### src/rtl/hba_pkg.sv
// Shared types and constants for the bucketed histogram accumulator.
// Holds the beat structs, action and register codes, and reset values.
// No dependencies.
package hba_pkg;

	localparam int CNT_W           = 48;
	localparam int SUM_W           = 64;
	localparam int IDX_W           = 3;
	localparam int ACT_W           = 2;
	localparam int BCNT_W          = 3;
	localparam int CFG_IDX_W       = 3;
	localparam int NUM_EDGES       = 5;
	localparam int MAX_BUCKETS_DEF = 6;

	typedef enum logic [ACT_W-1:0] {
		ACT_OBSERVE = 2'd0,
		ACT_READ    = 2'd1,
		ACT_CLEAR   = 2'd2
	} hba_action_t;

	localparam logic [CFG_IDX_W-1:0] REG_BUCKET_COUNT = 3'd0;
	localparam logic [CFG_IDX_W-1:0] REG_TOP_VALUE    = 3'd1;
	localparam logic [CFG_IDX_W-1:0] REG_EDGE_ONE     = 3'd2;
	localparam logic [CFG_IDX_W-1:0] REG_EDGE_TWO     = 3'd3;
	localparam logic [CFG_IDX_W-1:0] REG_EDGE_THREE   = 3'd4;
	localparam logic [CFG_IDX_W-1:0] REG_EDGE_FOUR    = 3'd5;
	localparam logic [CFG_IDX_W-1:0] REG_EDGE_FIVE    = 3'd6;

	localparam logic [BCNT_W-1:0] BUCKET_COUNT_RST = 3'd6;
	localparam logic [SUM_W-1:0]  TOP_VALUE_RST    = 64'd1099511627776;
	localparam logic [NUM_EDGES-1:0][SUM_W-1:0] EDGES_RST = {
		64'd1048576, 64'd65536, 64'd4096, 64'd256, 64'd16
	};

	typedef struct packed {
		logic [ACT_W-1:0]        action;
		logic signed [SUM_W-1:0] sample_value;
		logic [IDX_W-1:0]        read_index;
	} hba_req_t;

	typedef struct packed {
		logic                    bucket_hit;
		logic [IDX_W-1:0]        hit_index;
		logic [CNT_W-1:0]        bucket_obs;
		logic signed [SUM_W-1:0] bucket_total;
		logic [CNT_W-1:0]        all_obs;
		logic signed [SUM_W-1:0] all_total;
	} hba_rsp_t;

	// bucket lookup outcome handed from the selector to the update stage
	typedef struct packed {
		logic             hit;
		logic [IDX_W-1:0] idx;
	} hba_sel_t;

endpackage

### src/rtl/hba_bucket_sel.sv
// Bucket selector: parallel upper-bound compares and first-match pick.
// Depends on hba_pkg.
module hba_bucket_sel import hba_pkg::*; #(
	parameter int MAX_BUCKETS = MAX_BUCKETS_DEF
) (
	input  logic [BCNT_W-1:0]                 bucket_count,
	input  logic [SUM_W-1:0]                  top_value,
	input  logic [NUM_EDGES-1:0][SUM_W-1:0]   edges,
	input  logic signed [SUM_W-1:0]           sample_value,
	output hba_sel_t                          sel
);

	logic [BCNT_W-1:0]      used_n;
	logic [MAX_BUCKETS-1:0] match;

	// zero acts as one bucket, anything above the build limit clamps to it
	always_comb begin
		if (bucket_count == '0) begin
			used_n = BCNT_W'(1);
		end else if (bucket_count > BCNT_W'(MAX_BUCKETS)) begin
			used_n = BCNT_W'(MAX_BUCKETS);
		end else begin
			used_n = bucket_count;
		end
	end

	for (genvar k = 0; k < MAX_BUCKETS; k++) begin : g_bound
		logic signed [SUM_W-1:0] high;
		if (k < MAX_BUCKETS - 1) begin : g_mid
			// edge minus one wraps, so an edge at the most negative value opens this bucket
			assign high = (BCNT_W'(k + 1) < used_n) ? $signed(edges[k] - SUM_W'(1))
			                                        : $signed(top_value);
		end else begin : g_last
			assign high = $signed(top_value);
		end
		assign match[k] = (BCNT_W'(k) < used_n) && (sample_value <= high);
	end

	always_comb begin
		sel.hit = |match;
		sel.idx = '0;
		for (int k = MAX_BUCKETS - 1; k >= 0; k--) begin
			if (match[k]) begin
				sel.idx = IDX_W'(k);
			end
		end
	end

endmodule

### src/rtl/bucketed_histogram_accumulator.sv
// Variable-bin histogram accumulator: the top level.
// Uses hba_pkg and hba_bucket_sel.
//
// Request channel (req_valid / req_stall / req_data) carries one beat per
// item: observe a sample, read one bucket, or clear every count and sum.
// Each beat yields exactly one response beat on rsp_valid / rsp_stall /
// rsp_data, in order. A beat passes through the input register, the bucket
// compare stage and the update stage into the response register. One beat
// per cycle is sustained while the receiver does not stall; the six bucket
// bound compares sit in one stage and the 64-bit sum and 48-bit count update
// in the next, and the update stage writes the counters in the same cycle so
// back-to-back beats always see fresh totals.
// When the receiver stalls, the whole pipe holds and one more request beat
// lands in a skid register; req_stall then rises until the pipe moves again.
// Configuration writes (cfg_valid with cfg_ready, always high) take effect on
// the next edge; issue them only while no beat is in flight. Counts and sums
// are not touched by configuration writes.
// Reset clears every count, sum and valid flag and loads the default bucket
// edges, top value and bucket count; no clearing pass is needed.
module bucketed_histogram_accumulator import hba_pkg::*; #(
	parameter int MAX_BUCKETS = MAX_BUCKETS_DEF
) (
	input  logic                 clk,
	input  logic                 arst_n,
	input  logic                 req_valid,
	output logic                 req_stall,
	input  hba_req_t             req_data,
	output logic                 rsp_valid,
	input  logic                 rsp_stall,
	output hba_rsp_t             rsp_data,
	input  logic                 cfg_valid,
	output logic                 cfg_ready,
	input  logic [CFG_IDX_W-1:0] cfg_index,
	input  logic [SUM_W-1:0]     cfg_data
);

	localparam int BIDX_W = (MAX_BUCKETS > 1) ? $clog2(MAX_BUCKETS) : 1;

	// configuration
	logic [BCNT_W-1:0]               bucket_count_q;
	logic [SUM_W-1:0]                top_value_q;
	logic [NUM_EDGES-1:0][SUM_W-1:0] edges_q;

	// flow control
	logic     adv;
	logic     req_take;
	logic     skid_full_q;
	hba_req_t skid_q;

	// pipeline
	logic                    vld_s1;
	hba_req_t                req_s1;
	hba_sel_t                sel_c;
	logic                    vld_s2;
	logic [ACT_W-1:0]        action_s2;
	logic signed [SUM_W-1:0] value_s2;
	logic [IDX_W-1:0]        ridx_s2;
	hba_sel_t                sel_s2;
	logic                    rsp_valid_q;
	hba_rsp_t                rsp_q;

	// histogram state
	logic [CNT_W-1:0] bin_cnt_q [MAX_BUCKETS];
	logic [SUM_W-1:0] bin_sum_q [MAX_BUCKETS];
	logic [CNT_W-1:0] grand_cnt_q;
	logic [SUM_W-1:0] grand_sum_q;

	// update stage signals
	logic [IDX_W-1:0]  bin_idx;
	logic              bin_ok;
	logic [BIDX_W-1:0] bin_sel;
	logic [CNT_W-1:0]  bin_cnt_cur;
	logic [SUM_W-1:0]  bin_sum_cur;
	logic [CNT_W-1:0]  bin_cnt_inc;
	logic [SUM_W-1:0]  bin_sum_inc;
	logic [CNT_W-1:0]  grand_cnt_inc;
	logic [SUM_W-1:0]  grand_sum_inc;
	logic              upd;
	hba_rsp_t          rsp_c;

	assign cfg_ready = 1'b1;

	always_ff @(posedge clk or negedge arst_n) begin
		if (!arst_n) begin
			bucket_count_q <= BUCKET_COUNT_RST;
			top_value_q    <= TOP_VALUE_RST;
			edges_q        <= EDGES_RST;
		end else if (cfg_valid && cfg_ready) begin
			unique case (cfg_index)
				REG_BUCKET_COUNT: bucket_count_q <= cfg_data[BCNT_W-1:0];
				REG_TOP_VALUE:    top_value_q    <= cfg_data;
				REG_EDGE_ONE:     edges_q[0]     <= cfg_data;
				REG_EDGE_TWO:     edges_q[1]     <= cfg_data;
				REG_EDGE_THREE:   edges_q[2]     <= cfg_data;
				REG_EDGE_FOUR:    edges_q[3]     <= cfg_data;
				REG_EDGE_FIVE:    edges_q[4]     <= cfg_data;
				default: ;
			endcase
		end
	end

	// the pipe moves unless a finished beat is held by the receiver
	assign adv       = !(rsp_valid_q && rsp_stall);
	assign req_take  = req_valid && !skid_full_q;
	assign req_stall = skid_full_q;

	always_ff @(posedge clk or negedge arst_n) begin
		if (!arst_n) begin
			skid_full_q <= 1'b0;
			vld_s1      <= 1'b0;
			vld_s2      <= 1'b0;
			rsp_valid_q <= 1'b0;
		end else begin
			if (adv) begin
				skid_full_q <= 1'b0;
				vld_s1      <= skid_full_q || req_take;
				vld_s2      <= vld_s1;
				rsp_valid_q <= vld_s2;
			end else if (req_take) begin
				skid_full_q <= 1'b1;
			end
		end
	end

	always_ff @(posedge clk) begin
		if (!adv && req_take) begin
			skid_q <= req_data;
		end
		if (adv) begin
			req_s1    <= skid_full_q ? skid_q : req_data;
			action_s2 <= req_s1.action;
			value_s2  <= req_s1.sample_value;
			ridx_s2   <= req_s1.read_index;
			sel_s2    <= sel_c;
			rsp_q     <= rsp_c;
		end
	end

	hba_bucket_sel #(
		.MAX_BUCKETS (MAX_BUCKETS)
	) u_sel (
		.bucket_count (bucket_count_q),
		.top_value    (top_value_q),
		.edges        (edges_q),
		.sample_value (req_s1.sample_value),
		.sel          (sel_c)
	);

	// update stage: one bucket address, either the hit bucket or the read index
	always_comb begin
		bin_idx = (action_s2 == ACT_READ) ? ridx_s2 : sel_s2.idx;
		bin_ok  = bin_idx < IDX_W'(MAX_BUCKETS);
		bin_sel = bin_idx[BIDX_W-1:0];
		if (bin_ok) begin
			bin_cnt_cur = bin_cnt_q[bin_sel];
			bin_sum_cur = bin_sum_q[bin_sel];
		end else begin
			bin_cnt_cur = '0;
			bin_sum_cur = '0;
		end
		bin_cnt_inc   = (&bin_cnt_cur) ? bin_cnt_cur : bin_cnt_cur + CNT_W'(1);
		bin_sum_inc   = bin_sum_cur + value_s2;
		grand_cnt_inc = (&grand_cnt_q) ? grand_cnt_q : grand_cnt_q + CNT_W'(1);
		grand_sum_inc = grand_sum_q + value_s2;
	end

	always_comb begin
		rsp_c.bucket_hit   = 1'b0;
		rsp_c.hit_index    = '0;
		rsp_c.bucket_obs   = '0;
		rsp_c.bucket_total = '0;
		rsp_c.all_obs      = grand_cnt_q;
		rsp_c.all_total    = grand_sum_q;
		case (action_s2)
			ACT_OBSERVE: begin
				rsp_c.all_obs   = grand_cnt_inc;
				rsp_c.all_total = grand_sum_inc;
				if (sel_s2.hit) begin
					rsp_c.bucket_hit   = 1'b1;
					rsp_c.hit_index    = sel_s2.idx;
					rsp_c.bucket_obs   = bin_cnt_inc;
					rsp_c.bucket_total = bin_sum_inc;
				end
			end
			ACT_READ: begin
				rsp_c.hit_index    = ridx_s2;
				rsp_c.bucket_obs   = bin_cnt_cur;
				rsp_c.bucket_total = bin_sum_cur;
			end
			ACT_CLEAR: begin
				rsp_c.all_obs   = '0;
				rsp_c.all_total = '0;
			end
			default: ;
		endcase
	end

	assign upd = adv && vld_s2;

	always_ff @(posedge clk or negedge arst_n) begin
		if (!arst_n) begin
			grand_cnt_q <= '0;
			grand_sum_q <= '0;
			for (int k = 0; k < MAX_BUCKETS; k++) begin
				bin_cnt_q[k] <= '0;
				bin_sum_q[k] <= '0;
			end
		end else if (upd) begin
			case (action_s2)
				ACT_OBSERVE: begin
					grand_cnt_q <= grand_cnt_inc;
					grand_sum_q <= grand_sum_inc;
					if (sel_s2.hit && bin_ok) begin
						bin_cnt_q[bin_sel] <= bin_cnt_inc;
						bin_sum_q[bin_sel] <= bin_sum_inc;
					end
				end
				ACT_CLEAR: begin
					grand_cnt_q <= '0;
					grand_sum_q <= '0;
					for (int k = 0; k < MAX_BUCKETS; k++) begin
						bin_cnt_q[k] <= '0;
						bin_sum_q[k] <= '0;
					end
				end
				default: ;
			endcase
		end
	end

	assign rsp_valid = rsp_valid_q;
	assign rsp_data  = rsp_q;

	// a skid beat only exists while a response is held back
	a_skid_needs_hold: assert property (@(posedge clk) disable iff (!arst_n)
		skid_full_q |-> rsp_valid_q)
		else $error("skid register full without a held response");

	a_clear_zeroes: assert property (@(posedge clk) disable iff (!arst_n)
		(upd && action_s2 == ACT_CLEAR) |=> (grand_cnt_q == '0 && grand_sum_q == '0))
		else $error("clear did not zero the totals");

	a_count_monotonic: assert property (@(posedge clk) disable iff (!arst_n)
		(!(upd && action_s2 == ACT_CLEAR)) |=> (grand_cnt_q >= $past(grand_cnt_q)))
		else $error("observation total went down without a clear");

	a_hit_counted: assert property (@(posedge clk) disable iff (!arst_n)
		(rsp_valid_q && rsp_q.bucket_hit) |-> (rsp_q.bucket_obs != '0 && rsp_q.all_obs != '0))
		else $error("hit response with a zero count");

endmodule

### config.mk
export PLATFORM = sky130hd
export DESIGN_NAME = bucketed_histogram_accumulator
export DESIGN_NICKNAME = d
export VERILOG_FILES = /design/src/rtl/hba_pkg.sv /design/src/rtl/hba_bucket_sel.sv /design/src/rtl/bucketed_histogram_accumulator.sv
export SDC_FILE = /design/constraint.sdc
export NUM_CORES = 2
export LEC_CHECK = 0
export ABC_AREA = 1
export BUFFER_PORTS_ARGS = -buffer_cell sky130_fd_sc_hd__buf_4
export CORE_ASPECT_RATIO = 1.2
export CORE_UTILIZATION = 40
export CTS_CLUSTER_SIZE = 24
export DETAILED_ROUTE_END_ITERATION = 7
export HOLD_SLACK_MARGIN = 0.1
export SLEW_MARGIN = 10
export SYNTH_ARGS = -nofsm -noshare
export SYNTH_HDL_FRONTEND = slang
export SYNTH_SLANG_ARGS = --single-unit
export TNS_END_PERCENT = 20
### constraint.sdc
create_clock -name clk -period 17.18 [get_ports clk]
set_input_delay 3.436 -clock clk [delete_from_list [all_inputs] [get_ports clk]]
set_output_delay 3.436 -clock clk [all_outputs]
set_load 0.01 [all_outputs]
==> qor.csv <==
stage,metric,value,unit
floorplan,die_area,245000,µm²
min_path,hp-class,flip-flop to flip-flop,
global_routing,grt_remaining_overflow,0,
clocking,hold_buffers,0,
setup_path,slowest_stage,edfxtp_1,
timing,finClkSkew,0.0898,ns
setup_path,cp_cell_sequence,nand3_2 -> buf_4 -> nand2_8 -> buf_4 -> nor2_2 -> inv_2 -> buf_4 -> o22ai_1 -> a211oi_1 -> ha_1 -> nand2_1 -> nor2_1 -> inv_1 -> nor2_1 -> inv_1 -> nor4_1 -> nand3_1 -> nand3_1 -> a21oi_1 -> xor2_1 -> o22ai_1,
power_and_ir_drop,power.density,214,nW/µm²
global_routing,grt_pass1_vias,85900,
drt,wl_per_cell,23.8,µm
timing,tns,0,ns
clocking,cts_buffers,185,
setup_path,critPathArrivalTime,8.86,ns
floorplan,num_rows,197,
floorplan,die_y,542,µm
drt,drc,0,
synthesis,synth.avg_cell_area,7.69,µm²
setup_path,path_common_cell,buf_4,
final_layout,nNetsFinal,13500,
timing,drv_slew,0,
clocking,clock-sinks,1614,
floorplan,io_pins,372,
setup_path,reg2reg_setup_slack,8.90,ns
setup_path,worstPathRequired,17.76,ns
timing,slew_headroom,16.8,%
timing,max_freq,0.121,GHz
final_layout,fill_cells,24300,
final_layout,multiInputGateArea,48000,µm²
timing,hold_viol_final,0,
synthesis,syn_inst,12600,
synthesis,ys_seq_area_share,43.8,%
floorplan,initial_core_util,40.4,%
setup_path,endpoint_kind,flip-flop,
global_routing,grtUsageTotal,30.7,%
power_and_ir_drop,p_total,23400,µW
placed_design,placed_area,103000,µm²
timing,fin_crit,8.28,ns
clocking,ctsResizeCount,0,
clocking,htree_num_levels,4,
drt,first_iter_violations,8710,
global_routing,grt_max_degree,157,
placed_design,portBuffers,370,
floorplan,core-area,241000,µm²
synthesis,netlist_top_cells_area,"dfrtp_1, nand2_1, edfxtp_1, o21ai_0, ha_1",
synthesis,synth_nets,13300,
setup_path,slowest_delay,1.08,ns
timing,setup-violations-final,0,
synthesis,synth_area,97200,µm²
synthesis,ys_ff_latch,1614,
synthesis,async_flop_share,72.8,%
power_and_ir_drop,ir_drop,0.143,mV
clocking,cts_tree,yes,
final_layout,final_area,109000,µm²
drt,via_count,89800,
setup_path,critPathBufInv,6,
setup_path,critPathKind,flip-flop to flip-flop,
clocking,clkLatencyLatePin,0.91,ns
global_routing,grt_pass1_wl,564,mm
synthesis,synth_top_cell_by_area,dfrtp_1,
outcome,status,finished clean,
synthesis,yosysMostFrequentCell,nand2_1,
clocking,clk_pin_slew,0.06,ns
floorplan,die_w,452,µm
placed_design,gp_congestion,1.04,
power_and_ir_drop,leakagePower,0.0507,µW
setup_path,critPathTopFamily,simple AND/OR/NAND/NOR gates,
final_layout,area.growth.synth_to_final,12.6,%
timing,tightest_slew,1.25,ns
drt,vias_per_cell,5.55,
timing,rsz0062_at_grt,no,
drt,drt_pass1_iterations,6,
placed_design,hpwlAfterDp,277,mm
clocking,clock_path_buffers,4,
synthesis,synth_edf_count,439,
synthesis,synth_common_cells,"nand2_1, o21ai_0, inv_1",
drt,wirelength,384,mm
final_layout,drive_gt1_share,7.77,%
synthesis,ys.flop_type,dfrtp_1,
drt,ant_nets,0,
setup_path,critPathMaxFanout,87,
global_routing,antenna_found_initial,25,
final_layout,register_area,42600,µm²
clocking,cts_root_buffer,clkbuf_16,
timing,post-route-period-util,48.2,%
synthesis,synth.top_cell.area_share,30.0,%
synthesis,synth.distinct_cells,61,
setup_path,cp-start-kind,flip-flop,
clocking,post_cts_buffers,0,
synthesis,yosys_warnings,0,
flow_run,max_cap_viol_count,0,
cells in the final DEF, fill, tap and decap left out, drive strengths merged, types with 231 or more instances in the layout:
cell type	Yosys	final
a21oi	479	479
buf	93	480
clkbuf	395	232
dfrtp	1167	1167
edfxtp	439	439
ha	517	517
inv	1301	1310
nand2	3566	3566
nand3	572	572
nor2	1209	1209
o21ai	1465	1465
o22ai	350	350
xor2	231	231
cell type report:
type / instances / area share [%]
Antenna cell: 5 / 0.0114
Clock buffer: 232 / 4.53
Clock inverter: 104 / 1.16
Inverter: 1305 / 4.48
Multi-Input combinational cell: 9239 / 43.9
Sequential cell: 1614 / 38.9
Tap cell: 3184 / 3.64
Timing Repair Buffer: 480 / 3.37
report_power, final:
| group | internal (µW) | switching (µW) | total, µW | leakage, µW |
|---|---|---|---|---|
| registers | 5420 | 1190 | 6610 | 0.0199 |
| logic | 3690 | 8890 | 12600 | 0.0277 |
| clock network | 2430 | 1750 | 4180 | 0.00304 |
final timing paths:
check,from,depth (start not counted),endpoint
worst max-delay path,action_s2[0]$_DFFE_PN_,21,rsp_data[160]$_SDFFCE_PN0N_
worst min-delay path,req_s1[2]$_DFFE_PN_,0,ridx_s2[2]$_DFFE_PN_
worst max register to register,action_s2[0]$_DFFE_PN_,21,rsp_data[160]$_SDFFCE_PN0N_
worst min register to register,req_s1[2]$_DFFE_PN_,0,ridx_s2[2]$_DFFE_PN_
max in group asynchronous,arst_n,4,bin_cnt_q[68]$_DFFE_PN0P_
min in group asynchronous,arst_n,1,grand_cnt_q[25]$_DFFE_PN0P_
per-layer routing:
| layer | up-vias | GRT usage [%] | share of wire, % |
|---|---|---|---|
| li1 | 42300 | - | - |
| met1 | 43000 | 38.3 | 40 |
| met2 | 3471 | 50.1 | 46 |
| met3 | 935 | 4.67 | 7.0 |
| met4 | 20 | 18.7 | 6.9 |
| met5 | - | 0 | 0.035 |
flip-flops by register name, indices dropped and copies added (netlist names), 69 cells and up:
register,cells
bin_sum_q,384
edges_q,320
bin_cnt_q,288
rsp_data,228
req_s1,69
skid_q,69
cells by family (layout without fill, tap and decap cells):
kind of cell    Yosys count  count (layout)  share of synthesized area (%)
flops                  1614            1614                           43.8
compound gates         2530            2530                           14.1
buf+inv                1793            2121                           7.06
other cells               1               6                        0.00386
simple gates           5774            5774                           24.4
mux                      69              69                          0.799
xor+xnor                346             346                           3.12
fa+ha+maj               519             519                           6.70
through the flow:
step                hold slack, ns  instances  setup slack, ns  utilization, %
finish                       0.403      16200             8.90            45.4
global route                 0.415      16200             8.52            45.4
CTS                          0.415      16200             9.10            45.4
detailed placement           0.412      15800             9.13            42.8
global placement             0.410      15800             9.23            42.8
floorplan                    0.400      12600             2.60               -
No activity file was read; power rests on OpenSTA's default activity.
